### src/rtl/core/sce_pkg.sv
`timescale 1ns / 1ps
// Shared types, constants and the arctangent table for the sine/cosine encoder
// angle and radius block. No dependencies.
package sce_pkg;

    // default parameter values
    localparam int SAMPLE_BITS_DEF     = 16;
    localparam int ROTATION_STAGES_DEF = 16;

    // stream field widths
    localparam int FIELD_W = 16;
    localparam int ANGLE_W = 16;
    localparam int ROOT_W  = 16;

    // configuration port
    localparam int GAIN_W     = 15;
    localparam int OFFSET_W   = 13;
    localparam int CFG_DATA_W = 15;
    localparam int CFG_ADDR_W = 2;

    typedef enum logic [CFG_ADDR_W-1:0] {
        CFG_GAIN_COS   = 2'd0,
        CFG_GAIN_SIN   = 2'd1,
        CFG_OFFSET_COS = 2'd2,
        CFG_OFFSET_SIN = 2'd3
    } t_cfg_reg;

    localparam logic [GAIN_W-1:0]          GAIN_COS_RST   = 15'd16377;
    localparam logic [GAIN_W-1:0]          GAIN_SIN_RST   = 15'd16368;
    localparam logic signed [OFFSET_W-1:0] OFFSET_COS_RST = -13'sd33;
    localparam logic signed [OFFSET_W-1:0] OFFSET_SIN_RST = -13'sd33;

    // calibration set handed to the correction stage
    typedef struct packed {
        logic [GAIN_W-1:0]          gain_cos;
        logic [GAIN_W-1:0]          gain_sin;
        logic signed [OFFSET_W-1:0] offset_cos;
        logic signed [OFFSET_W-1:0] offset_sin;
    } t_cal_cfg;

    // angle accumulator, units of 1e-9 degree
    localparam int Z_W = 40;
    localparam logic signed [Z_W-1:0] NDEG_HALF_TURN     = 40'sd180000000000;
    localparam logic signed [Z_W-1:0] NDEG_FULL_TURN     = 40'sd360000000000;
    localparam logic signed [Z_W-1:0] NDEG_PER_CENTIDEG  = 40'sd10000000;
    localparam logic signed [Z_W-1:0] NDEG_HALF_CENTIDEG = 40'sd5000000;
    localparam logic [ANGLE_W-1:0]    CENTIDEG_FULL_TURN = 16'd36000;

    // atan(2^-i) in 1e-9 degree, rounded to nearest
    function automatic logic signed [Z_W-1:0] atan_ndeg(input int i);
        logic signed [Z_W-1:0] v;
        case (i)
            0:       v = 40'sd45000000000;
            1:       v = 40'sd26565051177;
            2:       v = 40'sd14036243468;
            3:       v = 40'sd7125016349;
            4:       v = 40'sd3576334375;
            5:       v = 40'sd1789910608;
            6:       v = 40'sd895173710;
            7:       v = 40'sd447614171;
            8:       v = 40'sd223810500;
            9:       v = 40'sd111905677;
            10:      v = 40'sd55952892;
            11:      v = 40'sd27976453;
            12:      v = 40'sd13988227;
            13:      v = 40'sd6994114;
            14:      v = 40'sd3497057;
            15:      v = 40'sd1748528;
            16:      v = 40'sd874264;
            17:      v = 40'sd437132;
            18:      v = 40'sd218566;
            19:      v = 40'sd109283;
            20:      v = 40'sd54642;
            21:      v = 40'sd27321;
            22:      v = 40'sd13660;
            23:      v = 40'sd6830;
            default: v = '0;
        endcase
        return v;
    endfunction

endpackage

### src/rtl/core/sce_cordic.sv
`timescale 1ns / 1ps
// Vectoring rotation pipeline: half-turn pre-rotation, then one micro-rotation per
// stage with the angle accumulated in 1e-9 degree. Depends on sce_pkg.
module sce_cordic #(
    parameter int CORR_W          = sce_pkg::SAMPLE_BITS_DEF + 2,
    parameter int ROTATION_STAGES = sce_pkg::ROTATION_STAGES_DEF
) (
    input  logic                              i_clk,
    input  logic                              i_rst_n,
    input  logic                              i_en,
    input  logic                              i_valid,
    input  logic signed [CORR_W-1:0]          i_cos,
    input  logic signed [CORR_W-1:0]          i_sin,
    output logic                              o_valid,
    output logic                              o_zero,
    output logic signed [sce_pkg::Z_W-1:0]    o_z
);

    localparam int N   = ROTATION_STAGES;
    localparam int X_W = CORR_W + 18;
    localparam int ZW  = sce_pkg::Z_W;

    logic signed [X_W-1:0] xs, ys;
    logic signed [X_W-1:0] r_x [0:N];
    logic signed [X_W-1:0] r_y [0:N];
    logic signed [ZW-1:0]  r_z [0:N];
    logic                  r_vld  [0:N];
    logic                  r_zero [0:N];

    assign xs = X_W'(i_cos) <<< 16;
    assign ys = X_W'(i_sin) <<< 16;

    // pre-rotation into the right half plane
    always_ff @(posedge i_clk) begin
        if (i_en) begin
            if (i_cos < 0) begin
                r_x[0] <= -xs;
                r_y[0] <= -ys;
                r_z[0] <= sce_pkg::NDEG_HALF_TURN;
            end else begin
                r_x[0] <= xs;
                r_y[0] <= ys;
                r_z[0] <= '0;
            end
            r_zero[0] <= (i_cos == '0) && (i_sin == '0);
        end
    end

    // micro-rotations toward the x axis
    for (genvar i = 0; i < N; i++) begin : g_rot
        localparam logic signed [ZW-1:0] ATAN_I = sce_pkg::atan_ndeg(i);
        logic signed [X_W-1:0] dx, dy;

        assign dx = r_y[i] >>> i;
        assign dy = r_x[i] >>> i;

        always_ff @(posedge i_clk) begin
            if (i_en) begin
                if (r_y[i] >= 0) begin
                    r_x[i+1] <= r_x[i] + dx;
                    r_y[i+1] <= r_y[i] - dy;
                    r_z[i+1] <= r_z[i] + ATAN_I;
                end else begin
                    r_x[i+1] <= r_x[i] - dx;
                    r_y[i+1] <= r_y[i] + dy;
                    r_z[i+1] <= r_z[i] - ATAN_I;
                end
                r_zero[i+1] <= r_zero[i];
            end
        end
    end

    // valid bits
    always_ff @(posedge i_clk) begin
        if (!i_rst_n) begin
            for (int k = 0; k <= N; k++) begin
                r_vld[k] <= 1'b0;
            end
        end else if (i_en) begin
            r_vld[0] <= i_valid;
            for (int k = 0; k < N; k++) begin
                r_vld[k+1] <= r_vld[k];
            end
        end
    end

    assign o_valid = r_vld[N];
    assign o_zero  = r_zero[N];
    assign o_z     = r_z[N];

endmodule

### config.mk
export PLATFORM = sky130hd
export DESIGN_NAME = sce_cordic
export DESIGN_NICKNAME = d
export VERILOG_FILES = /design/src/rtl/core/sce_pkg.sv /design/src/rtl/core/sce_cordic.sv
export SDC_FILE = /design/constraint.sdc
export NUM_CORES = 2
export LEC_CHECK = 0
export BUFFER_PORTS_ARGS = -buffer_cell sky130_fd_sc_hd__buf_2
export CORE_MARGIN = 10
export CORE_UTILIZATION = 50
export CTS_BUF_LIST = sky130_fd_sc_hd__clkbuf_4 sky130_fd_sc_hd__clkbuf_8 sky130_fd_sc_hd__clkbuf_16
export CTS_CLUSTER_DIAMETER = 120
export DETAILED_ROUTE_END_ITERATION = 10
export PLACE_DENSITY_LB_ADDON = 0.12
export SLEW_MARGIN = 20
export SYNTH_ARGS = -nofsm -noshare
export SYNTH_HDL_FRONTEND = slang
export SYNTH_SLANG_ARGS = --single-unit
### constraint.sdc
create_clock -name i_clk -period 13.74 [get_ports i_clk]
set_input_delay 1.374 -clock i_clk [delete_from_list [all_inputs] [get_ports i_clk]]
set_output_delay 1.374 -clock i_clk [all_outputs]
set_load 0.05 [all_outputs]
==> results.md <==
* Share of the synthesized area in the top cell type at a little over a third
* Fmax at 146 MHz
* Post-synth EDFFs at roughly 1500
* CP Max Fanout at 95
* Final instance area at 138000 µm²
* Slew headroom at approximately 14%
* Vias at 104000
* CTS Buffer Depth at 3
* Unrepaired setup endpoints after global routing: no
* Placed Area at 131000 µm²
* Vias in the first global route at between 90000 and 100k
* Core ar. at approximately 250000 µm²
* Post-Route Skew at approximately 0.043 ns
* Layout cells sized above 1 at under 10%
* Critical setup path kind: primary input to register
* DIE AREA at around 280000 µm²
* Most frequent CP cell: o21ai_0
* Worst-path cell chain: buf_12 -> buf_4 -> nand2_2 -> inv_2 -> buf_4 -> nor2_1 -> xnor2_1 -> ha_1 -> o21ai_0 -> a21boi_0 -> o21ai_0 -> nand2b_1 -> a21oi_1 -> o31ai_1 -> a41o_1 -> o31ai_1 -> o21ai_0 -> a311o_1 -> a41oi_1 -> xnor2_1
* Final Setup Violations at 0
* Max-slew violations at 0
* YS warnings at 0
* Hold WC Path Type: register to register
* IO Pins at 82
* Arrival @ worst endpoint at around 7.4 ns
* All-Layer GR Usage at 24.0%
* Synth unique cells at ~100
* Die width at 526 µm
* Initial antenna violation count at 9
* Worst skew pair latency at 0.85 ns
* Yosys top cell by area: edfxtp_1
* CP Capture Type: register
* Largest family of logic cells by synthesized area: compound AO/OA/AOI/OAI gates
* CP endpoint: r_x[11][35]
* Grt ovf at 0
* Top_reg_cell synth: edfxtp_1
* Reg-to-Reg Start: r_y[7][35]
* Largest net degree at the start of global routing at between 100 and 150
* Worst R2R Setup Slack at 7.77 ns
* Tcrit/Tclk final at 49.7%
* Vias/cell at around 6
* Mapped Cells at 13900
* Synth Area in Simple Gates at between 10% and 20%
* Nets at about 15000
* Synth area leaders: edfxtp_1 36%, ha_1 11%, xnor2_1 9.5%
* First-pass GRT wire length at ~550000 µm
* Routability cong. at 0.929
* Min Tclk post-route at 6.83 ns
* Synthesized area per cell at roughly 9.2 µm²
* Reg2reg path depth at 18
* P&R area growth vs syn at 7.49%
* Maxcap violations at 0
* Grt met1 use at between 30% and 40%
* # hold bufs at CTS at 0
* ANT nets after route at 0
* Worst path slowest cell: buf_4
* Cts bufs inserted at ~180
* Setup Fix Bufs, Post-CTS at 0
* Synth Area in Compound Gates at 19.6%
* Router iterations before antenna repair at 10
* Initial DRC Count at about 9000
* Max incr delay on CP at 0.66 ns
* Grt met3 use at 3.20%
* Routed len/inst at between 20 and 25 µm
* Critical Path RT at ~14 ns
* CTS tree: done
* Synth Area in Adders at 12.1%
* Num Clock Sinks at approximately 1500
* Area of the mapped netlist at between 100000 and 150000 µm²
* Status: finished clean
* Die height at roughly 530 µm
* Starting Density at roughly 50%
* Reg2reg end: r_y[8][34]
* # DRC at 0
* GR Util met2 at about two fifths
* Mapped Nets at between 15000 and 20000
* Worst slew pin tran at about 1.3 ns
* Most Crowded Layer GR: met2
* Startpoint types: primary input
* Post-synthesis mux area share at 0.785%
* Clk pin slew, worst setup/hold paths at around 0.060 ns
* PostCTS Resize Cnt at 0
* Yosys reg bits at ~1500
* Setup_tns at 0 ns
* PortBufs at 80
* H-Tree Depth at 4
* Rows at between 150 and 200
* Sequential area share after synthesis at a little over a third
* Routed wire length at ~350000 µm
* FFs w/ async S/R, synth at 0%
* Final Hold Viols at 0
* Hpwl dp at between 200000 and 300000 µm
* Root Buffer: clkbuf_16
* Origin of the worst setup path: i_en
* XOR/XNOR Fraction of Synth Area at between 10% and 20%
==> worst max-delay path: cells and delay by family <==
kind            cells  cell delay (ns)
compound gates     10             2.69
xor+xnor            2             0.26
fa+ha+maj           1             0.33
buf+inv             4             1.80
simple gates        3             0.76
==> cell usage in the layout (no fill, tap or decap), types with 146 or more instances in the layout <==
master / synthesis / routed
ha_1: 1159 / 1159
a21oi_1: 1340 / 1340
edfxtp_1: 1529 / 1529
nand3_1: 299 / 299
and3_1: 146 / 146
a31oi_1: 155 / 155
o21bai_1: 165 / 165
clkbuf_16: 0 / 184
inv_1: 527 / 527
o31ai_1: 178 / 178
a21o_1: 460 / 460
o21ai_0: 767 / 767
nor3_1: 389 / 389
xor2_1: 646 / 646
nor2_1: 1184 / 1184
xnor2_1: 1387 / 1387
nand2_1: 951 / 939
nand2b_1: 172 / 172
==> cells in the mapped netlist, drive strengths merged (82+ instances only) <==
cell    instances
edfxtp       1529
xnor2        1387
a21oi        1340
nor2         1184
ha           1159
nand2         952
o21ai         831
xor2          646
inv           540
a21o          460
clkbuf        395
nor3          389
nand3         299
o31ai         178
nand2b        172
o21bai        165
a31oi         156
and3          146
nor4          139
o21a          133
nor2b         130
or3           121
buf           116
and2           96
a211oi         82
==> through the flow <==
step / std cells / utilization, % / worst slack (ns) / hold slack (ns)
after floorplan: 13900 / - / 6.64 / 0.400
after global placement: 16900 / 51.6 / 6.25 / 0.406
after detailed placement: 16900 / 51.6 / 6.16 / 0.405
after CTS: 17200 / 54.1 / 7.04 / 0.416
after global routing: 17200 / 54.1 / 6.37 / 0.425
final: 17200 / 54.1 / 6.91 / 0.417
==> logic make-up after synthesis <==
family                   count (synthesis)
AO/OA/AOI/OAI                         4007
AND/OR/NAND/NOR                       3919
XOR/XNOR                              2033
flip-flops                            1529
adder cells (fa/ha/maj)               1238
buffers and inverters                 1054
multiplexers                            97
other                                    1
==> area by class of cell <==
class,instances,area [µm²]
antenna,2,5.00
clock buffer,200,4720
clock inverter,138,1580
fill,22700,117000
inverter,543,2040
multi-input combinational,11300,78100
sequential,1529,45900
tap,3366,4210
timing repair buffer,152,981
==> state kept, by name (all words and copies together), names as in the netlist <==
register	count
r_x	446
r_zero	17
r_y	461
r_vld	17
r_z	588
==> per-layer routing <==
| layer | part of all wire, % | wire [µm] |
|---|---|---|
| met3 | 5.9 | 20600 |
| met2 | 47 | 163000 |
| met5 | 0 | 0 |
| met1 | 44 | 154000 |
| met4 | 3.2 | 11000 |
==> worst min-delay path by stage <==
stage | startpoint | end | depth (start not counted)
2_1_floorplan | r_z[10][1] | r_z[11][1] | 0
3_3_place_gp | r_zero[11] | r_zero[12] | 0
3_5_place_dp | r_z[15][1] | r_z[16][1] | 0
4_1_cts | r_z[5][2] | r_z[6][2] | 0
5_1_grt | r_zero[2] | r_zero[3] | 0
6_report | r_z[5][2] | r_z[6][2] | 0
Power is left out: the tool's default activity adds up to more than one toggle a clock period on the data nets, which glitch-free logic cannot reach.
