$ cat src/rtl/core/sce_pkg.sv
`timescale 1ns / 1ps
// Shared types, constants and the arctangent table for the sine/cosine encoder
// angle and radius block. No dependencies.
package sce_pkg;

    // default parameter values
    localparam int SAMPLE_BITS_DEF     = 16;
    localparam int ROTATION_STAGES_DEF = 16;

    // stream field widths
    localparam int FIELD_W = 16;
    localparam int ANGLE_W = 16;
    localparam int ROOT_W  = 16;

    // configuration port
    localparam int GAIN_W     = 15;
    localparam int OFFSET_W   = 13;
    localparam int CFG_DATA_W = 15;
    localparam int CFG_ADDR_W = 2;

    typedef enum logic [CFG_ADDR_W-1:0] {
        CFG_GAIN_COS   = 2'd0,
        CFG_GAIN_SIN   = 2'd1,
        CFG_OFFSET_COS = 2'd2,
        CFG_OFFSET_SIN = 2'd3
    } t_cfg_reg;

    localparam logic [GAIN_W-1:0]          GAIN_COS_RST   = 15'd16377;
    localparam logic [GAIN_W-1:0]          GAIN_SIN_RST   = 15'd16368;
    localparam logic signed [OFFSET_W-1:0] OFFSET_COS_RST = -13'sd33;
    localparam logic signed [OFFSET_W-1:0] OFFSET_SIN_RST = -13'sd33;

    // calibration set handed to the correction stage
    typedef struct packed {
        logic [GAIN_W-1:0]          gain_cos;
        logic [GAIN_W-1:0]          gain_sin;
        logic signed [OFFSET_W-1:0] offset_cos;
        logic signed [OFFSET_W-1:0] offset_sin;
    } t_cal_cfg;

    // angle accumulator, units of 1e-9 degree
    localparam int Z_W = 40;
    localparam logic signed [Z_W-1:0] NDEG_HALF_TURN     = 40'sd180000000000;
    localparam logic signed [Z_W-1:0] NDEG_FULL_TURN     = 40'sd360000000000;
    localparam logic signed [Z_W-1:0] NDEG_PER_CENTIDEG  = 40'sd10000000;
    localparam logic signed [Z_W-1:0] NDEG_HALF_CENTIDEG = 40'sd5000000;
    localparam logic [ANGLE_W-1:0]    CENTIDEG_FULL_TURN = 16'd36000;

    // atan(2^-i) in 1e-9 degree, rounded to nearest
    function automatic logic signed [Z_W-1:0] atan_ndeg(input int i);
        logic signed [Z_W-1:0] v;
        case (i)
            0:       v = 40'sd45000000000;
            1:       v = 40'sd26565051177;
            2:       v = 40'sd14036243468;
            3:       v = 40'sd7125016349;
            4:       v = 40'sd3576334375;
            5:       v = 40'sd1789910608;
            6:       v = 40'sd895173710;
            7:       v = 40'sd447614171;
            8:       v = 40'sd223810500;
            9:       v = 40'sd111905677;
            10:      v = 40'sd55952892;
            11:      v = 40'sd27976453;
            12:      v = 40'sd13988227;
            13:      v = 40'sd6994114;
            14:      v = 40'sd3497057;
            15:      v = 40'sd1748528;
            16:      v = 40'sd874264;
            17:      v = 40'sd437132;
            18:      v = 40'sd218566;
            19:      v = 40'sd109283;
            20:      v = 40'sd54642;
            21:      v = 40'sd27321;
            22:      v = 40'sd13660;
            23:      v = 40'sd6830;
            default: v = '0;
        endcase
        return v;
    endfunction

endpackage

$ cat src/rtl/core/sce_cdiv.sv
`timescale 1ns / 1ps
// Angle wrap and conversion from 1e-9 degree to rounded hundredths of a degree,
// by a shift and a reciprocal multiplication over three stages. Depends on sce_pkg.
module sce_cdiv (
    input  logic                              i_clk,
    input  logic                              i_rst_n,
    input  logic                              i_en,
    input  logic                              i_valid,
    input  logic                              i_zero,
    input  logic signed [sce_pkg::Z_W-1:0]    i_z,
    output logic                              o_valid,
    output logic [sce_pkg::ANGLE_W-1:0]       o_angle_centideg
);

    localparam int QW = sce_pkg::ANGLE_W;
    localparam int ZW = sce_pkg::Z_W;
    localparam int NW = 32;
    // 1e7 = 2^7 * 78125: drop seven bits, then multiply by 2^48 / 78125 rounded up,
    // which is exact for every 32-bit numerator
    localparam int              PRE_SHIFT  = 7;
    localparam int              POST_SHIFT = 48;
    localparam logic [NW-1:0]   RECIP      = 32'd3602879702;
    localparam logic signed [ZW-1:0] WRAP_RND =
        sce_pkg::NDEG_FULL_TURN + sce_pkg::NDEG_HALF_CENTIDEG;

    logic signed [ZW-1:0] z_rnd;
    logic [NW-1:0]        r_num;
    logic [2*NW-1:0]      r_prod;
    logic [QW-1:0]        quo;
    logic                 r_zero [0:1];
    logic                 r_vld  [0:2];
    logic [QW-1:0]        r_angle;

    // wrap into one turn and add half a step, one adder
    assign z_rnd = i_z + ((i_z < 0) ? WRAP_RND : sce_pkg::NDEG_HALF_CENTIDEG);

    // stage 1: numerator in units of 128e-9 degree
    always_ff @(posedge i_clk) begin
        if (i_en) begin
            r_num     <= z_rnd[PRE_SHIFT +: NW];
            r_zero[0] <= i_zero;
        end
    end

    // stage 2: reciprocal multiply
    always_ff @(posedge i_clk) begin
        if (i_en) begin
            r_prod    <= r_num * RECIP;
            r_zero[1] <= r_zero[0];
        end
    end

    assign quo = r_prod[POST_SHIFT +: QW];

    // stage 3: full turn reads as zero; so does a zero vector
    always_ff @(posedge i_clk) begin
        if (i_en) begin
            if (r_zero[1] || (quo == sce_pkg::CENTIDEG_FULL_TURN)) begin
                r_angle <= '0;
            end else begin
                r_angle <= quo;
            end
        end
    end

    // valid bits
    always_ff @(posedge i_clk) begin
        if (!i_rst_n) begin
            for (int k = 0; k <= 2; k++) begin
                r_vld[k] <= 1'b0;
            end
        end else if (i_en) begin
            r_vld[0] <= i_valid;
            r_vld[1] <= r_vld[0];
            r_vld[2] <= r_vld[1];
        end
    end

    assign o_valid          = r_vld[2];
    assign o_angle_centideg = r_angle;

endmodule

$ cat config.mk
export PLATFORM = sky130hd
export DESIGN_NAME = sce_cdiv
export DESIGN_NICKNAME = d
export VERILOG_FILES = /design/src/rtl/core/sce_pkg.sv /design/src/rtl/core/sce_cdiv.sv
export SDC_FILE = /design/constraint.sdc
export NUM_CORES = 1
export LEC_CHECK = 0
export BUFFER_PORTS_ARGS = -buffer_cell sky130_fd_sc_hd__buf_2
export CELL_PAD_IN_SITES_DETAIL_PLACEMENT = 1
export CELL_PAD_IN_SITES_GLOBAL_PLACEMENT = 2
export CORE_MARGIN = 3
export CORE_UTILIZATION = 45
export CTS_CLUSTER_SIZE = 12
export DETAILED_ROUTE_END_ITERATION = 12
export PLACE_DENSITY = 0.91
export SLEW_MARGIN = 25
export SYNTH_ARGS = -nofsm -noshare
export SYNTH_HDL_FRONTEND = slang
export SYNTH_SLANG_ARGS = --single-unit
$ cat constraint.sdc
create_clock -name i_clk -period 9.2 [get_ports i_clk]
set_clock_uncertainty 0.2 [all_clocks]
set_input_delay 0.92 -clock i_clk [delete_from_list [all_inputs] [get_ports i_clk]]
set_output_delay 0.92 -clock i_clk [all_outputs]
set_load 0.01 [all_outputs]
==> flow_results.org <==
** CTS
- Once the clock tree was built, the setup fixing pass inserted 0 buffers.
- Clock buffers created by TritonCTS :: 9
- Buffers inserted to repair hold after CTS numbered 0.
- The clock reaches the later pin of the worst-skew pair after between 300 and 400 ps.
- TritonCTS built the clock tree.
- After clock tree synthesis, the clock-pin slew on the worst setup and hold paths is approximately 60 ps.
- The H-tree was split into 3 levels.
- The longest clock path from root to sink contains 2 buffers.
- Cells resized by post-CTS repair :: 0
- Number of clock sinks :: 69
- Clock root buffer :: clkbuf_16

** Finish
- After the flow finishes, the layout carries non-filler instances totaling about 2.7k.
- Number of antenna diodes :: 0
- From synthesis to final layout, the design area changed by 6.04%.
- The post-route netlist has roughly 4.2% of its cells at a drive strength greater than 1.
- The library cell used most frequently in the layout, excluding fill and tap cells, is inv_1.
- The finished cells cover 0.0229 mm².
- Total number of nets in the final design :: around 2.9k
- The library cells used most frequently in the layout, excluding fill and tap cells, are inv_1, fa_1, ha_1, edfxtp_1, a21oi_1.

** Synthesis
- The synthesized design contains just under 70 register bits.
- Of the total synthesized cell area, the portion taken by XOR and XNOR cells is 1.99%.
- Total of warnings raised by yosys :: 0
- In the synthesized netlist, the number of instances is 1995.
- Summing the areas of all compound-gate instances in the mapped netlist gives just over 6% of the synthesized area.
- EDFF count, synth :: 69
- Most used flip-flop cell after synthesis :: edfxtp_1
- Of the total synthesized cell area, the portion taken by AND, OR, NAND and NOR gates is 4.38%.
- Dominant combinational cell family by area after synthesis :: adder cells
- The cell area that synthesis handed to floorplanning was between 0.02 and 0.025 mm².
- The number of nets in the synthesized netlist is 2879.
- A synthesized cell averages 10.8 µm².
- Number of distinct standard cells referenced by the synthesized netlist :: 65
- Proportion of synthesized chip area in sequential cells :: 9.60%
- Measured against the total synthesized area, the mux share comes to 0.0464%.
- After synthesis, the share of flip-flops with an asynchronous set or reset is 0%.
- Adder-cell area share of the yosys netlist :: ~66%

** Timing
- Setup repair after global routing left no endpoint under its margin.
- For the pin with the worst max-slew slack, the measured transition is 970 ps.
- Hold Vio Cnt, Final :: 0
- For the finished layout, the period the worst path requires is 8040 ps.
- In the finished design, the share of the clock period the worst path needs comes to about 87%.
- In this run the tightest slew margin relative to its limit is a little over a third.
- Final Max Slew Viols :: 0
- Final setup violation count :: 0
- For this run, the top clock speed supported by timing is 124 MHz.
- Summed over all failing endpoints, the final setup total negative slack is 0 ps.

** Critical path
- Nature of the critical path endpoint :: flip-flop
- Data on the critical path arrives at its endpoint at 7950 ps.
- Critical path depth :: 22
- Slowest CP cell :: edfxtp_1
- Critical setup path kind :: flip-flop to flip-flop
- Critical path data required time :: 9110 ps
- In this design, the largest share of critical-path delay is due to adder cells.
- CP most frequent cell :: fa_1
- Critical path cell sequence :: ha_1 > inv_1 > fa_1 > inv_1 > fa_1 > inv_1 > fa_1 > inv_1 > fa_1 > fa_1 > fa_1 > fa_1 > ha_1 > nand4_2 > or4_1 > or3_1 > o31ai_1 > a21oi_1 > o21a_1 > o22ai_1 > mux2i_1 > nand4_1
- Longest individual stage delay on the worst path :: 630 ps
- The critical path contains buffers and inverters numbering 4 combined.
- Critical Path Fanout Max :: 8
- The number of cells on the worst reg-to-reg path is 22.
- STA classifies the critical path startpoint as a flip-flop.

** Detailed routing
- Once detail routing completed, the nets flagged for antenna violations numbered 0.
- Post-detailed-route DRC marker count :: 0
- Total number of vias :: 14.3k
- Detail-routed via count per cell :: ~5.4
- The detailed router finished its first iteration with between 800 and 900 violations.
- Routed length per instance :: 24.3 µm
- Total wirelength of the detailed-routed design :: between 60 and 70 mm
- Number of detailed-route iterations in the first pass :: 5

** Die
- Horizontal die dimension :: 225 µm
- Once the floorplan was initialized, standard cells occupied between 40% and 50% of the core.
- Placeable core area :: 0.0470 mm²
- Die area :: just over 0.05 mm²
- Measured along the y axis, the die boundary spans 225 µm.
- In this run the count of I/O pins placed on the die edge is 62.
- After floorplanning, the core was divided into just under 80 placement rows.

** Min path
- Number of cells on the worst hold path :: 0
- Min-Delay Path Class :: flip-flop to flip-flop

** Place
- The number of placed instances, taps included, is approximately 2.6k.
- The placed instances occupy a cell area of 0.0226 mm².
- Total half-perimeter wirelength after legalization and detailed placement :: 59.9 mm
- The congestion estimate from routability-driven global placement came to approximately 1.0.
- The count of buffers added on input and output ports is 55.

** Global route
- Global-route wire length before repair :: 100 mm
- Global routing consumed, over all layers together, 27.1% of the routing resources.
- Number of global-route vias before repair :: approximately 17k
- Entering global routing, the biggest net connects 71 pins.
- Number of antenna violations at the first check in global routing :: 0
- Remaining global-route overflow :: 0

** Status
- Outcome :: finished clean

** Flow run
- # Max-Cap Violations :: 0
-- per-layer routing --
metal  wire length (µm)  GRT usage, %  vias to the layer above
met4               2890          11.4                        0
met5                  0             0                        -
met3               2880          3.20                      108
met1              25900          34.6                     7583
met2              33100          47.0                      352
li1                   -             -                     6259
-- path summary, 6_finish.rpt --
kind                start            to  slack [ps]
max             r_num[12]    r_prod[63]        1160
min reg2reg  r_zero[0][0]  r_zero[0][1]         230
min          r_zero[0][0]  r_zero[0][1]         230
max reg2reg     r_num[12]    r_prod[63]        1160
-- cell families after synthesis --
family / Yosys count
AND/OR/NAND/NOR: 185
buffers and inverters: 654
flip-flops: 69
AO/OA/AOI/OAI: 198
multiplexers: 1
XOR/XNOR: 49
adder cells (fa/ha/maj): 839
-- cell usage after synthesis, types with 4 or more instances --
master	n	area, µm²
xor2_1	12	105
nand3_1	14	70.1
o211ai_1	6	45.0
xnor2_1	37	324
a21oi_1	63	315
fa_1	512	10200
a311oi_1	4	35.0
nor2b_1	10	62.6
and2_1	15	93.8
and3_1	11	68.8
nor2_1	33	124
o21a_1	9	67.6
nand2_1	50	188
or3_1	4	25.0
a211oi_1	4	30.0
a31oi_1	4	25.0
a21o_1	31	233
o21ai_0	32	160
nand4_1	16	100
o21bai_1	6	45.0
nor3_1	12	60.1
edfxtp_1	69	2070
clkbuf_1	10	37.5
ha_1	327	4090
inv_1	643	2410
-- registers in the layout, indices dropped and copies added, names as in the netlist --
signal            flops
r_num                32
r_vld                 3
r_zero                2
o_angle_centideg     16
r_prod               16
-- worst register-to-register path: cells and delay by family, from the launching register on --
kind / cells / cell delay, ps
fa+ha+maj: 9 / 4540
simple gates: 4 / 1090
compound gates: 4 / 810
flops: 1 / 630
buf+inv: 4 / 280
mux: 1 / 220
-- cell type report --
| cell class | instances | area [µm²] |
|---|---|---|
| clock buffer | 9 | 225 |
| clock inverter | 6 | 78.8 |
| fill | 5170 | 24100 |
| inverter | 643 | 2410 |
| multi-input combinational | 1272 | 17100 |
| sequential | 69 | 2070 |
| tap | 607 | 759 |
| timing repair buffer | 56 | 283 |
-- stage by stage --
| step | setup WS [ps] | utilization (%) | hold WS, ps |
|---|---|---|---|
| global route | 804 | 48.7 | 248 |
| detailed placement | 1200 | 48.1 | 218 |
| floorplan | 1990 | - | 200 |
| CTS | 1180 | 48.7 | 232 |
| global placement | 1310 | 48.1 | 213 |
| finish | 1160 | 48.7 | 230 |
Power is left out: the tool's default activity adds up to more than one toggle a clock period on the data nets, which glitch-free logic cannot reach.
