<file path="src/rtl/core/sce_pkg.sv">
`timescale 1ns / 1ps
// Shared types, constants and the arctangent table for the sine/cosine encoder
// angle and radius block. No dependencies.
package sce_pkg;

    // default parameter values
    localparam int SAMPLE_BITS_DEF     = 16;
    localparam int ROTATION_STAGES_DEF = 16;

    // stream field widths
    localparam int FIELD_W = 16;
    localparam int ANGLE_W = 16;
    localparam int ROOT_W  = 16;

    // configuration port
    localparam int GAIN_W     = 15;
    localparam int OFFSET_W   = 13;
    localparam int CFG_DATA_W = 15;
    localparam int CFG_ADDR_W = 2;

    typedef enum logic [CFG_ADDR_W-1:0] {
        CFG_GAIN_COS   = 2'd0,
        CFG_GAIN_SIN   = 2'd1,
        CFG_OFFSET_COS = 2'd2,
        CFG_OFFSET_SIN = 2'd3
    } t_cfg_reg;

    localparam logic [GAIN_W-1:0]          GAIN_COS_RST   = 15'd16377;
    localparam logic [GAIN_W-1:0]          GAIN_SIN_RST   = 15'd16368;
    localparam logic signed [OFFSET_W-1:0] OFFSET_COS_RST = -13'sd33;
    localparam logic signed [OFFSET_W-1:0] OFFSET_SIN_RST = -13'sd33;

    // calibration set handed to the correction stage
    typedef struct packed {
        logic [GAIN_W-1:0]          gain_cos;
        logic [GAIN_W-1:0]          gain_sin;
        logic signed [OFFSET_W-1:0] offset_cos;
        logic signed [OFFSET_W-1:0] offset_sin;
    } t_cal_cfg;

    // angle accumulator, units of 1e-9 degree
    localparam int Z_W = 40;
    localparam logic signed [Z_W-1:0] NDEG_HALF_TURN     = 40'sd180000000000;
    localparam logic signed [Z_W-1:0] NDEG_FULL_TURN     = 40'sd360000000000;
    localparam logic signed [Z_W-1:0] NDEG_PER_CENTIDEG  = 40'sd10000000;
    localparam logic signed [Z_W-1:0] NDEG_HALF_CENTIDEG = 40'sd5000000;
    localparam logic [ANGLE_W-1:0]    CENTIDEG_FULL_TURN = 16'd36000;

    // atan(2^-i) in 1e-9 degree, rounded to nearest
    function automatic logic signed [Z_W-1:0] atan_ndeg(input int i);
        logic signed [Z_W-1:0] v;
        case (i)
            0:       v = 40'sd45000000000;
            1:       v = 40'sd26565051177;
            2:       v = 40'sd14036243468;
            3:       v = 40'sd7125016349;
            4:       v = 40'sd3576334375;
            5:       v = 40'sd1789910608;
            6:       v = 40'sd895173710;
            7:       v = 40'sd447614171;
            8:       v = 40'sd223810500;
            9:       v = 40'sd111905677;
            10:      v = 40'sd55952892;
            11:      v = 40'sd27976453;
            12:      v = 40'sd13988227;
            13:      v = 40'sd6994114;
            14:      v = 40'sd3497057;
            15:      v = 40'sd1748528;
            16:      v = 40'sd874264;
            17:      v = 40'sd437132;
            18:      v = 40'sd218566;
            19:      v = 40'sd109283;
            20:      v = 40'sd54642;
            21:      v = 40'sd27321;
            22:      v = 40'sd13660;
            23:      v = 40'sd6830;
            default: v = '0;
        endcase
        return v;
    endfunction

endpackage

</file>
<file path="src/rtl/core/sce_mag.sv">
`timescale 1ns / 1ps
// Vector magnitude: squares, saturation check, one root bit per stage, rounding.
// Depends on sce_pkg.
module sce_mag #(
    parameter int CORR_W = sce_pkg::SAMPLE_BITS_DEF + 2
) (
    input  logic                           i_clk,
    input  logic                           i_en,
    input  logic signed [CORR_W-1:0]       i_cos,
    input  logic signed [CORR_W-1:0]       i_sin,
    output logic [sce_pkg::ROOT_W-1:0]     o_magnitude
);

    localparam int RW    = sce_pkg::ROOT_W;
    localparam int V_W   = 2 * RW;
    localparam int SQ_W  = (2 * CORR_W > V_W + 1) ? 2 * CORR_W : V_W + 1;
    // above 65535 * 65536 the rounded root is at least 65536
    localparam logic [SQ_W-1:0] SAT_LIM = SQ_W'(64'hFFFF_0000);

    logic signed [2*CORR_W-1:0] r_cc, r_ss;
    logic [SQ_W-1:0]            sum_sq;
    logic [V_W-1:0]             r_rem  [0:RW];
    logic [RW-1:0]              r_root [0:RW];
    logic                       r_sat  [0:RW];
    logic [RW-1:0]              r_mag;

    // squares
    always_ff @(posedge i_clk) begin
        if (i_en) begin
            r_cc <= i_cos * i_cos;
            r_ss <= i_sin * i_sin;
        end
    end

    // sum and saturation flag
    assign sum_sq = SQ_W'(unsigned'(r_cc)) + SQ_W'(unsigned'(r_ss));

    always_ff @(posedge i_clk) begin
        if (i_en) begin
            r_rem[0]  <= sum_sq[V_W-1:0];
            r_root[0] <= '0;
            r_sat[0]  <= (sum_sq > SAT_LIM);
        end
    end

    // restoring square root, bit RW-1-j decided in stage j
    for (genvar j = 0; j < RW; j++) begin : g_root
        localparam int K = RW - 1 - j;
        logic [V_W+1:0] trial;
        logic           fits;

        assign trial = ((V_W+2)'(r_root[j]) << (K + 1)) + ((V_W+2)'(1) << (2 * K));
        assign fits  = ((V_W+2)'(r_rem[j]) >= trial);

        always_ff @(posedge i_clk) begin
            if (i_en) begin
                r_rem[j+1]  <= fits ? (r_rem[j] - trial[V_W-1:0]) : r_rem[j];
                r_root[j+1] <= fits ? (r_root[j] | (RW'(1) << K)) : r_root[j];
                r_sat[j+1]  <= r_sat[j];
            end
        end
    end

    // round to nearest; remainder above the root means the upper half
    always_ff @(posedge i_clk) begin
        if (i_en) begin
            if (r_sat[RW]) begin
                r_mag <= '1;
            end else if (r_rem[RW] > V_W'(r_root[RW])) begin
                r_mag <= r_root[RW] + RW'(1);
            end else begin
                r_mag <= r_root[RW];
            end
        end
    end

    assign o_magnitude = r_mag;

endmodule

</file>
<file path="config.mk">
export PLATFORM = sky130hd
export DESIGN_NAME = sce_mag
export DESIGN_NICKNAME = d
export VERILOG_FILES = /design/src/rtl/core/sce_pkg.sv /design/src/rtl/core/sce_mag.sv
export SDC_FILE = /design/constraint.sdc
export NUM_CORES = 2
export LEC_CHECK = 0
export BUFFER_PORTS_ARGS = -buffer_cell sky130_fd_sc_hd__buf_2
export CELL_PAD_IN_SITES_DETAIL_PLACEMENT = 1
export CELL_PAD_IN_SITES_GLOBAL_PLACEMENT = 1
export CORE_MARGIN = 2
export CORE_UTILIZATION = 55
export CTS_BUF_LIST = sky130_fd_sc_hd__clkbuf_4 sky130_fd_sc_hd__clkbuf_8
export DETAILED_ROUTE_END_ITERATION = 7
export PLACE_DENSITY_LB_ADDON = 0.1
export SYNTH_ARGS = -nofsm -noshare
export SYNTH_HDL_FRONTEND = slang
export SYNTH_SLANG_ARGS = --single-unit
</file>
<file path="constraint.sdc">
create_clock -name i_clk -period 18.3 [get_ports i_clk]
set_input_delay 3.66 -clock i_clk [delete_from_list [all_inputs] [get_ports i_clk]]
set_output_delay 3.66 -clock i_clk [all_outputs]
set_load 0.05 [all_outputs]
</file>
==> summary.json <==
{
  "outcome": {"value": "complete, no violations"},
  "clockBufferDepth": {"value": 3},
  "cp_data_arrival_time": {"value": 10.38, "unit": "ns"},
  "syn_area_per_cell": {"value": 11.2, "unit": "um2"},
  "grt_pass1_vias": {"value": 43200},
  "async_flop_share": {"value": 0},
  "critical_path.reg2reg.endpoint": {"value": "r_rem[2][15]$_DFFE_PP_"},
  "hold_path.class": {"value": "reg2reg"},
  "die_x": {"value": 331, "unit": "um"},
  "grt_first_pass_wirelength": {"value": 225000, "unit": "um"},
  "final_hold_viol_count": {"value": 0},
  "clock_sink_count": {"value": 783},
  "fmax": {"value": 101, "unit": "MHz"},
  "synth_cell_type_count": {"value": 74},
  "firstDrtPassIters": {"value": 5},
  "root_buffer": {"value": "sky130_fd_sc_hd__clkbuf_8"},
  "actual_transition_at_the_worst_max_transition_pin": {"value": 1.18, "unit": "ns"},
  "critPathLaunch": {"value": "i_sin[11]"},
  "grt_max_degree": {"value": 203},
  "netlist_area": {"value": 0.0586, "unit": "mm2"},
  "port_buffers": {"value": 53},
  "ioPinCount": {"value": 54},
  "cp-end-kind": {"value": "flop"},
  "slew_violations": {"value": 0},
  "yosysSeqAreaShare": {"value": 0.401},
  "synth_edf_count": {"value": 783},
  "ys.flop_type": {"value": "sky130_fd_sc_hd__edfxtp_1"},
  "area_delta_synth_final": {"value": 7.48, "unit": "%"},
  "maxCapViolCount": {"value": 0},
  "htree_levels": {"value": 4},
  "cts_setup_buffers": {"value": 0},
  "start_util": {"value": 0.556},
  "crit_required": {"value": 18.81, "unit": "ns"},
  "ys_warn_count": {"value": 0},
  "min_from": {"value": "r_sat[0][8]$_DFFE_PP_"},
  "total_negative_setup_slacks": {"value": 0, "unit": "ns"},
  "postCtsResizedCells": {"value": 0},
  "cts_inserted_buffers": {"value": 137},
  "worst_clock_skew": {"value": 0.0508, "unit": "ns"},
  "r2r.worst_path.cells": {"value": 10},
  "drc": {"value": 0},
  "synthesis.instances": {"value": 5232},
  "worstSetupStartpointType": {"value": "input port"},
  "viasPerCell": {"value": 5.57},
  "maxSlewHeadroom": {"value": 0.214},
  "hold_path_depth": {"value": 0},
  "final_net_count": {"value": 6389},
  "ant_nets": {"value": 0},
  "timing.hold.worst_endpoint": {"value": "r_sat[0][9]$_DFFE_PP_"},
  "die_area": {"value": 0.109, "unit": "mm2"},
  "cts_tree": {"value": "yes"},
  "drt-initial-drc-count": {"value": 1788},
  "fin_crit_sh": {"value": 0.539},
  "cts_hold_repair.buffers": {"value": 0},
  "floorplan.rows": {"value": 119},
  "worst-setup-path-type": {"value": "in2reg"},
  "final.min_clock_period": {"value": 9.87, "unit": "ns"},
  "reg2reg_from": {"value": "r_rem[1][226]$_DFFE_PP_"},
  "postSynthNetCount": {"value": 6278},
  "dp_hpwl": {"value": 110000, "unit": "um"},
  "finalWirelength": {"value": 140000, "unit": "um"},
  "rrSetupSlack": {"value": 14.19, "unit": "ns"},
  "avg_wl_per_cell": {"value": 20.5, "unit": "um"},
  "fp.coreArea": {"value": 0.106, "unit": "mm2"},
  "share_of_final_layout_standard_cells_stronger_than_drive_strength_1": {"value": 0.0601},
  "setup_viol": {"value": 0},
  "clkSlewWorstSetupHoldPaths": {"value": 0.06, "unit": "ns"},
  "tot_gr_track_use": {"value": 0.264},
  "rsz0062_at_grt": {"value": "false"},
  "via_count": {"value": 38000},
  "congestion_overflow_gr": {"value": 0},
  "path_max_fanout": {"value": 19},
  "gp_routability_congestion": {"value": 0.856},
  "worst_skew_pair.late_latency": {"value": 0.80, "unit": "ns"},
  "fp.dieH": {"value": 331, "unit": "um"},
  "ys_ff_latch": {"value": 783},
  "grt_antenna_before_repair": {"value": 3}
}
[per-layer routing]
| layer | global-route usage | vias to the layer above | wire length [um] |
|---|---|---|---|
| li1 | - | 17700 | - |
| met1 | 0.295 | 19500 | 53100 |
| met2 | 0.502 | 601 | 77100 |
| met3 | 0.0332 | 323 | 3660 |
| met4 | 0.115 | 4 | 6070 |
| met5 | 0 | - | 26 |
[cell type report]
cell class,instances,area [um2]
sequential,783,23500
timing repair buffer,66,398
antenna,1,2.50
fill,11100,42500
multi-input combinational,3316,30900
clock inverter,51,353
inverter,1039,3900
clock buffer,184,2240
tap,1391,1740
[critical path: stages]
cell                       delay [ns]
sky130_fd_sc_hd__buf_2           0.35
sky130_fd_sc_hd__and2_1          0.24
sky130_fd_sc_hd__inv_1           0.07
sky130_fd_sc_hd__fa_1            0.47
sky130_fd_sc_hd__inv_1           0.06
sky130_fd_sc_hd__fa_1            0.45
sky130_fd_sc_hd__ha_1            0.33
sky130_fd_sc_hd__fa_1            0.48
sky130_fd_sc_hd__fa_1            0.49
sky130_fd_sc_hd__inv_1           0.05
sky130_fd_sc_hd__fa_1            0.58
sky130_fd_sc_hd__inv_1           0.06
sky130_fd_sc_hd__ha_1            0.33
sky130_fd_sc_hd__a21oi_1         0.26
sky130_fd_sc_hd__nor3b_1         0.25
sky130_fd_sc_hd__o21ai_0         0.15
sky130_fd_sc_hd__a221oi_1        0.68
sky130_fd_sc_hd__o21ai_0         0.43
sky130_fd_sc_hd__a21oi_1         0.32
sky130_fd_sc_hd__a21oi_1         0.16
sky130_fd_sc_hd__a21o_1          0.21
sky130_fd_sc_hd__a21oi_1         0.19
sky130_fd_sc_hd__xnor2_1         0.08
[synthesized netlist by cell type (5+ instances only)]
| cell | number | area [um2] |
|---|---|---|
| sky130_fd_sc_hd__nor3_1 | 102 | 510 |
| sky130_fd_sc_hd__xor2_1 | 131 | 1150 |
| sky130_fd_sc_hd__a21boi_0 | 23 | 173 |
| sky130_fd_sc_hd__nor4b_1 | 10 | 87.6 |
| sky130_fd_sc_hd__nand4_1 | 45 | 282 |
| sky130_fd_sc_hd__nor2_1 | 230 | 863 |
| sky130_fd_sc_hd__fa_1 | 589 | 11800 |
| sky130_fd_sc_hd__inv_1 | 1038 | 3900 |
| sky130_fd_sc_hd__a21oi_1 | 170 | 851 |
| sky130_fd_sc_hd__a31o_2 | 12 | 105 |
| sky130_fd_sc_hd__buf_1 | 5 | 18.8 |
| sky130_fd_sc_hd__nand3b_1 | 11 | 82.6 |
| sky130_fd_sc_hd__nor2b_1 | 41 | 257 |
| sky130_fd_sc_hd__and4_1 | 6 | 52.6 |
| sky130_fd_sc_hd__nand2_1 | 401 | 1510 |
| sky130_fd_sc_hd__edfxtp_1 | 783 | 23500 |
| sky130_fd_sc_hd__nand3_1 | 58 | 290 |
| sky130_fd_sc_hd__nand2b_1 | 51 | 319 |
| sky130_fd_sc_hd__nor4_1 | 77 | 482 |
| sky130_fd_sc_hd__o21bai_1 | 13 | 97.6 |
| sky130_fd_sc_hd__o21ai_0 | 188 | 941 |
| sky130_fd_sc_hd__or3_1 | 25 | 156 |
| sky130_fd_sc_hd__clkbuf_1 | 84 | 315 |
| sky130_fd_sc_hd__and2_1 | 93 | 582 |
| sky130_fd_sc_hd__and3_1 | 16 | 100 |
| sky130_fd_sc_hd__o31ai_1 | 29 | 218 |
| sky130_fd_sc_hd__mux2i_1 | 8 | 80.1 |
| sky130_fd_sc_hd__mux2_2 | 13 | 146 |
| sky130_fd_sc_hd__a211oi_1 | 18 | 135 |
| sky130_fd_sc_hd__or4_1 | 16 | 120 |
| sky130_fd_sc_hd__or2_2 | 15 | 93.8 |
| sky130_fd_sc_hd__nor3b_1 | 13 | 97.6 |
| sky130_fd_sc_hd__xnor2_1 | 220 | 1930 |
| sky130_fd_sc_hd__o211ai_1 | 17 | 128 |
| sky130_fd_sc_hd__nand4b_1 | 14 | 123 |
| sky130_fd_sc_hd__a211o_1 | 14 | 123 |
| sky130_fd_sc_hd__ha_1 | 419 | 5240 |
| sky130_fd_sc_hd__a31oi_1 | 20 | 125 |
| sky130_fd_sc_hd__a21o_1 | 92 | 691 |
| sky130_fd_sc_hd__o21a_1 | 57 | 428 |
[flip-flops by register name, indices dropped and copies added, names as in the netlist]
register and flops:
r_rem 544, r_root 136, r_cc 35, r_ss 35
r_sat 17, o_magnitude 16
[placed cells by master (no fill, tap or decap), drive strengths merged, types with 20 or more instances in the layout]
master	instances
inv	1046
edfxtp	783
fa	589
ha	419
nand2	401
nor2	230
xnor2	220
o21ai	192
clkbuf	184
a21oi	174
xor2	131
nor3	102
and2	93
a21o	92
nor4	77
buf	66
nand3	58
o21a	57
nand2b	51
nand4	45
nor2b	41
clkinv	37
o31ai	29
or3	25
a21boi	23
a31oi	20
[metrics by stage]
step | hold slack (ns) | instances | instance area [um2] | setup slack (ns) | utilization
CTS | 0.390 | 6830 | 63000 | 8.55 | 0.597
global placement | 0.403 | 6595 | 60400 | 8.02 | 0.572
global route | 0.408 | 6831 | 63000 | 7.99 | 0.597
floorplan | 0.400 | 5232 | 58600 | 8.70 | -
detailed placement | 0.406 | 6595 | 60400 | 7.74 | 0.572
finish | 0.395 | 6831 | 63000 | 8.43 | 0.597
[worst max path at each step]
stage                                    end  slack [ns]
after floorplan           r_ss[35]$_DFFE_PP_        8.70
after global placement    r_ss[34]$_DFFE_PP_        8.02
after detailed placement  r_ss[34]$_DFFE_PP_        7.74
after CTS                 r_ss[34]$_DFFE_PP_        8.55
after global routing      r_ss[34]$_DFFE_PP_        7.99
final                     r_ss[34]$_DFFE_PP_        8.43
[cells by family after synthesis]
kind of cell,count (synthesis),share of synthesized area
compound gates,702,0.0756
xor+xnor,351,0.0524
fa+ha+maj,1008,0.290
buf+inv,1133,0.0727
flops,783,0.401
mux,22,0.00405
simple gates,1233,0.104
Power is not shown: default switching activity piles up to over one toggle a cycle in this logic, so the estimate is an artifact.
