`src/rtl/core/sce_pkg.sv`:
```
`timescale 1ns / 1ps
// Shared types, constants and the arctangent table for the sine/cosine encoder
// angle and radius block. No dependencies.
package sce_pkg;

    // default parameter values
    localparam int SAMPLE_BITS_DEF     = 16;
    localparam int ROTATION_STAGES_DEF = 16;

    // stream field widths
    localparam int FIELD_W = 16;
    localparam int ANGLE_W = 16;
    localparam int ROOT_W  = 16;

    // configuration port
    localparam int GAIN_W     = 15;
    localparam int OFFSET_W   = 13;
    localparam int CFG_DATA_W = 15;
    localparam int CFG_ADDR_W = 2;

    typedef enum logic [CFG_ADDR_W-1:0] {
        CFG_GAIN_COS   = 2'd0,
        CFG_GAIN_SIN   = 2'd1,
        CFG_OFFSET_COS = 2'd2,
        CFG_OFFSET_SIN = 2'd3
    } t_cfg_reg;

    localparam logic [GAIN_W-1:0]          GAIN_COS_RST   = 15'd16377;
    localparam logic [GAIN_W-1:0]          GAIN_SIN_RST   = 15'd16368;
    localparam logic signed [OFFSET_W-1:0] OFFSET_COS_RST = -13'sd33;
    localparam logic signed [OFFSET_W-1:0] OFFSET_SIN_RST = -13'sd33;

    // calibration set handed to the correction stage
    typedef struct packed {
        logic [GAIN_W-1:0]          gain_cos;
        logic [GAIN_W-1:0]          gain_sin;
        logic signed [OFFSET_W-1:0] offset_cos;
        logic signed [OFFSET_W-1:0] offset_sin;
    } t_cal_cfg;

    // angle accumulator, units of 1e-9 degree
    localparam int Z_W = 40;
    localparam logic signed [Z_W-1:0] NDEG_HALF_TURN     = 40'sd180000000000;
    localparam logic signed [Z_W-1:0] NDEG_FULL_TURN     = 40'sd360000000000;
    localparam logic signed [Z_W-1:0] NDEG_PER_CENTIDEG  = 40'sd10000000;
    localparam logic signed [Z_W-1:0] NDEG_HALF_CENTIDEG = 40'sd5000000;
    localparam logic [ANGLE_W-1:0]    CENTIDEG_FULL_TURN = 16'd36000;

    // atan(2^-i) in 1e-9 degree, rounded to nearest
    function automatic logic signed [Z_W-1:0] atan_ndeg(input int i);
        logic signed [Z_W-1:0] v;
        case (i)
            0:       v = 40'sd45000000000;
            1:       v = 40'sd26565051177;
            2:       v = 40'sd14036243468;
            3:       v = 40'sd7125016349;
            4:       v = 40'sd3576334375;
            5:       v = 40'sd1789910608;
            6:       v = 40'sd895173710;
            7:       v = 40'sd447614171;
            8:       v = 40'sd223810500;
            9:       v = 40'sd111905677;
            10:      v = 40'sd55952892;
            11:      v = 40'sd27976453;
            12:      v = 40'sd13988227;
            13:      v = 40'sd6994114;
            14:      v = 40'sd3497057;
            15:      v = 40'sd1748528;
            16:      v = 40'sd874264;
            17:      v = 40'sd437132;
            18:      v = 40'sd218566;
            19:      v = 40'sd109283;
            20:      v = 40'sd54642;
            21:      v = 40'sd27321;
            22:      v = 40'sd13660;
            23:      v = 40'sd6830;
            default: v = '0;
        endcase
        return v;
    endfunction

endpackage

```
`src/rtl/core/sce_corr.sv`:
```
`timescale 1ns / 1ps
// Gain and offset correction of one cosine/sine sample pair, two register stages.
// Depends on sce_pkg.
module sce_corr #(
    parameter int SAMPLE_BITS = sce_pkg::SAMPLE_BITS_DEF,
    parameter int CORR_W      = SAMPLE_BITS + 2
) (
    input  logic                            i_clk,
    input  logic                            i_rst_n,
    input  logic                            i_en,
    input  sce_pkg::t_cal_cfg               i_cfg,
    input  logic                            i_valid,
    input  logic [sce_pkg::FIELD_W-1:0]     i_cos_sample,
    input  logic [sce_pkg::FIELD_W-1:0]     i_sin_sample,
    output logic                            o_valid,
    output logic signed [CORR_W-1:0]        o_cos,
    output logic signed [CORR_W-1:0]        o_sin
);

    localparam int RAW_W  = (SAMPLE_BITS > sce_pkg::FIELD_W) ? SAMPLE_BITS : sce_pkg::FIELD_W;
    localparam int PROD_W = SAMPLE_BITS + sce_pkg::GAIN_W + 1;

    logic [RAW_W-1:0]              raw_cos, raw_sin;
    logic signed [SAMPLE_BITS-1:0] smp_cos, smp_sin;
    logic signed [sce_pkg::GAIN_W:0] gain_cos, gain_sin;
    logic signed [PROD_W-1:0]      r_prod_cos, r_prod_sin;
    logic                          r_vld1, r_vld2;
    logic signed [CORR_W-1:0]      n_cos, n_sin, r_cos, r_sin;

    // low SAMPLE_BITS of each field as two's complement
    assign raw_cos  = RAW_W'(i_cos_sample);
    assign raw_sin  = RAW_W'(i_sin_sample);
    assign smp_cos  = raw_cos[SAMPLE_BITS-1:0];
    assign smp_sin  = raw_sin[SAMPLE_BITS-1:0];
    assign gain_cos = {1'b0, i_cfg.gain_cos};
    assign gain_sin = {1'b0, i_cfg.gain_sin};

    // stage 1: gain multiply
    always_ff @(posedge i_clk) begin
        if (i_en) begin
            r_prod_cos <= smp_cos * gain_cos;
            r_prod_sin <= smp_sin * gain_sin;
        end
    end

    // stage 2: Q1.14 round half up, then offset
    always_comb begin
        n_cos = CORR_W'((r_prod_cos + PROD_W'(8192)) >>> 14) + CORR_W'(i_cfg.offset_cos);
        n_sin = CORR_W'((r_prod_sin + PROD_W'(8192)) >>> 14) + CORR_W'(i_cfg.offset_sin);
    end

    always_ff @(posedge i_clk) begin
        if (i_en) begin
            r_cos <= n_cos;
            r_sin <= n_sin;
        end
    end

    // valid bits
    always_ff @(posedge i_clk) begin
        if (!i_rst_n) begin
            r_vld1 <= 1'b0;
            r_vld2 <= 1'b0;
        end else if (i_en) begin
            r_vld1 <= i_valid;
            r_vld2 <= r_vld1;
        end
    end

    assign o_valid = r_vld2;
    assign o_cos   = r_cos;
    assign o_sin   = r_sin;

endmodule

```
`config.mk`:
```
export PLATFORM = sky130hd
export DESIGN_NAME = sce_corr
export DESIGN_NICKNAME = d
export VERILOG_FILES = /design/src/rtl/core/sce_pkg.sv /design/src/rtl/core/sce_corr.sv
export SDC_FILE = /design/constraint.sdc
export NUM_CORES = 1
export LEC_CHECK = 0
export ABC_AREA = 1
export BUFFER_PORTS_ARGS = -buffer_cell sky130_fd_sc_hd__buf_2
export CAP_MARGIN = 15
export CORE_MARGIN = 2
export CORE_UTILIZATION = 56
export DETAILED_ROUTE_END_ITERATION = 10
export MAX_ROUTING_LAYER = met4
export PLACE_DENSITY = 0.73
export SYNTH_ARGS = -nofsm -noshare
export SYNTH_HDL_FRONTEND = slang
export SYNTH_SLANG_ARGS = --single-unit
```
`constraint.sdc`:
```
create_clock -name i_clk -period 10.1 [get_ports i_clk]
set_input_delay 2.525 -clock i_clk [delete_from_list [all_inputs] [get_ports i_clk]]
set_output_delay 2.525 -clock i_clk [all_outputs]
set_load 0.1 [all_outputs]
```
==> results by group, run 1 <==
Synth
  • Net Count, Synth: roughly 4.2k
  • Mapped Cells: 3376
  • Syn Std Cell Area: approximately 25000 um2
  • EDFF count, synth: 74
  • Most used flip-flop cell after synthesis: edfxtp_1
  • Synth cell types: 39
  • Avg Cell Area, Syn: 7.50 um2
  • Async SR Flop Fraction: 0%
  • Yosys reg bits: 76
  • Synthesis warning total: 0
  • Sequential fraction of the synthesis area: 8.93%

Final layout
  • NumNets Final: 4205
  • Share of cells above drive strength 1: 5.22%
  • Reg area: 2260 um2
  • Most frequent cells in the layout: inv_1 (1016), nand2_1 (955), fa_1 (492), ha_1 (194), nor2_1 (131)
  • Multi-input logic area: 18900 um2
  • Inserted Diodes: 0
  • Area delta synth->final: 5.25%
  • Commonest non-fill, non-tap cell in the layout: inv_1
  • Post-route cell area: 26700 um2
  • FILL cells: 4137

Floorplan
  • Die Area: around 47000 um2
  • Io pins: approximately 130
  • Core outline area: approximately 44000 um2
  • Initial Util: 57.0%
  • Die Height: 217 um
  • FP Rows: 77
  • Die Wd: ~220 um

Global route
  • Pin count of the biggest net entering global routing: 78
  • First-pass GRT wire length: 99.1 mm
  • Vias in the first global route: between 20k and 25k
  • Initial antenna violation count: 0
  • Total grt overflow: 0
  • Global-route usage over all layers: 26.6%

Run
  • Max Cap Viol: 0

Critical path
  • Worst Setup End Kind: flip-flop
  • CP Data Arrival Time: 7940 ps
  • Startpoint Class: input pin
  • Reg2reg start: r_prod_cos[13]$_DFFE_PP_
  • Crit path required time: between 10000 and 15000 ps
  • R2r endpoint: o_cos[17]$_DFFE_PP_
  • Biggest cell delay along the critical path: around 600 ps
  • R2R cell count: 15
  • Cell mode on critical path: fa_1
  • Crit-path max FO: 15
  • Critical Path, Cell by Cell: buf_2, nand2_1, fa_1, fa_1, inv_1, fa_1, fa_1, fa_1, inv_1, fa_1, inv_1, ha_1, nand2_1, nor2_1, nand2_1, nor4_1, nand2_1, nand3_1, nand2_1
  • WS Path Type: in -> reg
  • R2R Setup Slk: 7060 ps
  • CP max stage cell: fa_1

STA
  • Post-route minimum period: 7850 ps
  • Fin crit share: 77.7%
  • Hold Vio Cnt, Final: 0
  • Clk_skew: 11.1 ps
  • Slew HR: 37.0%
  • Setup TNS: 0 ps
  • RSZ-0062 raised after global routing: false
  • Measured slew at the worst slew-check pin: 944 ps
  • Max Freq: approximately 130 MHz
  • Max Slew Vio Count: 0
  • Final setup viols: 0

Worst hold path
  • Hold EP: o_valid$_SDFFE_PN0P_
  • Hold Crit Class: reg -> reg
  • Hold path startpoint: r_vld1$_SDFFE_PN0P_
  • Min-Delay Path Depth: 2

Place
  • PortBufs: 128
  • Placed Area: 26400 um2
  • DP HPWL: 48.3 mm
  • GPL Wtd Cong: 0.930

Clock network
  • Clk_lat worst skew: about 340 ps
  • Root buffer cell: clkbuf_16
  • CTS Sinks: 76
  • CTS buffer count: 9
  • Post-CTS Setup Bufs: 0
  • CTS H-Tree Depth: 3
  • CTS tree: done
  • CTS Buffer Depth: 2
  • CTS Hold Bufs: 0
  • Post_cts resized: 0
  • Clock transition at path regs: 60 ps

Drt
  • Iter 0 DRT Violations: 1311
  • DRC viols: 0
  • WL final: 55.9 mm
  • Routed vias/inst: 4.96
  • Routed Antenna Nets: 0
  • Via count: 20.0k
  • Routed len/inst: ~14 um
  • Pre-Repair DR Iteration Count: 5

Outcome
  • Status: finished clean
worst max path at each step:
stage                                     to             start  cells after the start
finish              r_prod_cos[27]$_DFFE_PP_  i_cos_sample[15]                     19
global route        r_prod_sin[31]$_DFFE_PP_  i_sin_sample[15]                     20
CTS                 r_prod_cos[27]$_DFFE_PP_  i_cos_sample[15]                     19
detailed placement  r_prod_cos[24]$_DFFE_PP_  i_cos_sample[15]                     19
global placement    r_prod_cos[27]$_DFFE_PP_         i_cfg[42]                     19
floorplan           r_prod_cos[26]$_DFFE_PP_         i_cfg[43]                     21
stage by stage:
step           util [%]  setup slack [ps]  std cells  hold slack (ps)
3_5_place_dp       59.4              1970       4008              490
6_report           60.0              2250       4024              493
3_3_place_gp       59.4              2000       4008              472
2_1_floorplan         -              2320       3376              448
5_1_grt            60.0              1960       4024              541
4_1_cts            60.0              2320       4024              499
synth_stat cells, types with 9 or more instances:
cell      instances  area [um2]
a21oi_1          94         470
clkbuf_1         88         330
edfxtp_1         74        2220
fa_1            492        9850
ha_1            194        2430
inv_1          1016        3810
nand2_1         955        3580
nand2_2          12        75.1
nand3_1         106         531
nand4_1          21         131
nor2_1          131         492
nor3_1           12        60.1
o21ai_0          54         270
o21bai_1          9        67.6
xnor2_1          12         105
xor2_1           57         499
flip-flops by register name (all words and copies together), names as in the netlist:
name        count
r_prod_cos     19
r_prod_sin     19
o_cos          18
o_sin          18
o_valid         1
r_vld1          1
metal layers:
layer  GRT usage [%]  wire [um]  part of all wire, %  vias to the layer above
met5               -          0                    0                        -
met3            1.45       3010                  5.4                       61
li1                -          -                    -                     9799
met1            36.9      25700                   46                     9563
met2            44.0      26400                   47                      545
met4            4.70        791                  1.4                        0
cells by family (layout without fill, tap and decap cells):
kind of cell             after synthesis  in the layout  share of synthesized area (%)
adder cells (fa/ha/maj)              686            686                           48.5
AO/OA/AOI/OAI                        164            164                           3.38
AND/OR/NAND/NOR                     1271           1271                           20.4
XOR/XNOR                              69             69                           2.39
flip-flops                            76             76                           8.93
buffers and inverters               1110           1166                           16.4
cell type report:
cell class	instances	share of cell area (%)
well taps	592	2.78
multi-input cells	2190	70.9
clock buffers	9	0.845
inverters	1022	14.4
repair buffers	128	2.41
clock inverters	7	0.192
flip-flops and latches	76	8.48
critical path: cells and delay by family:
kind                       cells  cell delay (ps)
buffers and inverters          4              660
and+or+nand+nor                8             1230
adders and majority gates      7             3520
Power of run 1 is left out: the tool's default activity adds up to more than one toggle a clock period on the data nets, which glitch-free logic cannot reach.
==> run 2, diff against run 1 <==
==> constraint.sdc (replaced) <==
create_clock -name i_clk -period 8.1 [get_ports i_clk]
set_input_delay 2.025 -clock i_clk [delete_from_list [all_inputs] [get_ports i_clk]]
set_output_delay 2.025 -clock i_clk [all_outputs]
set_load 0.1 [all_outputs]
==> results by group, run 2 (synthesis gave the netlist of run 1 again) <==
Outcome
  • Status: finished clean

Critical path
  • R2R Setup Slk: 5120 ps (-1940 ps)
  • Crit-path max FO: 15 (unchanged)
  • Reg2reg start: r_prod_cos[13]$_DFFE_PP_
  • CP Data Arrival Time: 7360 ps (-580 ps)
  • Worst Setup End Kind: flip-flop
  • R2R cell count: 15 (unchanged)
  • Startpoint Class: input pin
  • Crit path required time: 8200 ps (-1990 ps)
  • R2r endpoint: o_cos[17]$_DFFE_PP_
  • WS Path Type: in -> reg

Global route
  • Vias in the first global route: 20.4k (-1.7%)
  • Initial antenna violation count: 0 (unchanged)
  • Global-route usage over all layers: 26.1% (-0.47 points)
  • Total grt overflow: 0 (unchanged)
  • Pin count of the biggest net entering global routing: 78 (unchanged)
  • First-pass GRT wire length: 97.3 mm (-1.8%)

Drt
  • WL final: 55.5 mm (-0.82%)
  • Pre-Repair DR Iteration Count: 6 (+1)
  • Routed len/inst: 13.8 um (-0.90%)
  • Via count: 19.8k (-0.93%)
  • DRC viols: 0 (unchanged)
  • Routed Antenna Nets: 0 (unchanged)
  • Iter 0 DRT Violations: 1228 (-6.3%)
  • Routed vias/inst: 4.91 (-1.0%)

Clock network
  • Root buffer cell: clkbuf_16
  • Clk_lat worst skew: 350 ps (about the same)
  • CTS buffer count: 9 (unchanged)
  • CTS Hold Bufs: 0 (unchanged)
  • Post_cts resized: 0 (unchanged)
  • Post-CTS Setup Bufs: 0 (unchanged)
  • Clock transition at path regs: 70 ps (about the same)
  • CTS Buffer Depth: 2 (unchanged)
  • CTS Sinks: 76 (unchanged)
  • CTS H-Tree Depth: 3 (unchanged)
  • CTS tree: done

STA
  • Final setup viols: 0 (unchanged)
  • Post-route minimum period: 7260 ps
  • Hold Vio Cnt, Final: 0 (unchanged)
  • Max Freq: 138 MHz
  • Measured slew at the worst slew-check pin: 956 ps (+11.4 ps)
  • RSZ-0062 raised after global routing: false
  • Fin crit share: around 90%
  • Clk_skew: 14.4 ps (+3.35 ps)
  • Slew HR: 36.3% (-0.76 points)
  • Setup TNS: 0 ps (unchanged)
  • Max Slew Vio Count: 0 (unchanged)

Floorplan
  • Die Height: 217 um (unchanged)
  • Die Area: 47000 um2 (unchanged)
  • Initial Util: 57.0% (unchanged)
  • FP Rows: 77 (unchanged)
  • Die Wd: 217 um (unchanged)
  • Io pins: 129 (unchanged)
  • Core outline area: 44400 um2 (unchanged)

Final layout
  • Reg area: 2260 um2 (unchanged)
  • Registers with the most flip-flops: r_prod_cos: 19 flops, r_prod_sin: 19 flops
  • Inserted Diodes: 0 (unchanged)
  • NumNets Final: 4208 (+0.071%)
  • FILL cells: 4084 (-1.3%)
  • Share of cells above drive strength 1: 5.30% (+0.083 points)
  • Commonest non-fill, non-tap cell in the layout: inv_1
  • Area delta synth->final: 5.35% (about the same)
  • Multi-input logic area: 18900 um2 (unchanged)
  • Most frequent cells in the layout: inv_1 (1016), nand2_1 (955), fa_1 (492), ha_1 (194), nor2_1 (131)

Run
  • Max Cap Viol: 0 (unchanged)

Worst hold path
  • Hold path startpoint: r_vld1$_SDFFE_PN0P_
  • Hold Crit Class: reg -> reg
  • Hold EP: o_valid$_SDFFE_PN0P_
  • Min-Delay Path Depth: 2 (unchanged)

Place
  • DP HPWL: 47.9 mm (-0.89%)
  • GPL Wtd Cong: 0.915 (-1.6%)
  • PortBufs: 128 (unchanged)
[run 2: cell types whose count changed in the layout (fill, tap and decap cells not counted), sizes merged]
cell    previous run  this run
clkbuf             9        10
buf              128       131
clkinv             3         2
[run 2: worst max-delay path: stages]
cell and delay [ps]:
buf_2 280, nand2_1 190, fa_1 700, fa_1 420, inv_1 310, fa_1 510, fa_1 500, fa_1 480
inv_1 50, fa_1 470, inv_1 40, ha_1 400, nand2_1 140, nor2_2 230, nand2_1 80, inv_1 120
nand3_1 170, nand3_1 120, nand2_1 80
[run 2: through the flow]
step           util, %  area, um2  instances  hold slack [ps]  setup WS [ps]
5_1_grt           60.1      26700       4027              559            498
3_3_place_gp      59.5      26400       4011              475            531
4_1_cts           60.1      26700       4027              498            884
6_report          60.1      26700       4027              499            840
3_5_place_dp      59.5      26400       4011              482            527
2_1_floorplan        -      25300       3376              448            819
[run 2: per-layer routing]
metal  track usage [%]  part of all wire [%]  up-vias
li1                  -                     -     9795
met1              36.2                    47     9394
met2              43.0                    47      538
met3              1.94                   5.5       56
met4              4.66                   1.3        0
met5                 -                     0        -
[run 2: area by class of cell]
class                      count  share of cell area, %
inverter                    1022                   14.4
tap                          592                   2.78
multi-input combinational   2190                   70.8
clock buffer                  10                  0.858
sequential                    76                   8.48
clock inverter                 6                  0.188
timing repair buffer         131                   2.49
[run 2: how the worst max path moves through the flow]
stage	end	startpoint	cells past startpoint
2_1_floorplan	r_prod_cos[26]$_DFFE_PP_	i_cfg[43]	21
3_3_place_gp	r_prod_sin[28]$_DFFE_PP_	i_sin_sample[15]	19
3_5_place_dp	r_prod_sin[28]$_DFFE_PP_	i_sin_sample[15]	19
4_1_cts	r_prod_sin[31]$_DFFE_PP_	i_sin_sample[15]	20
5_1_grt	r_prod_sin[30]$_DFFE_PP_	i_sin_sample[15]	19
6_report	r_prod_sin[28]$_DFFE_PP_	i_cfg[27]	19
Power of run 2 is left out for the same reason.
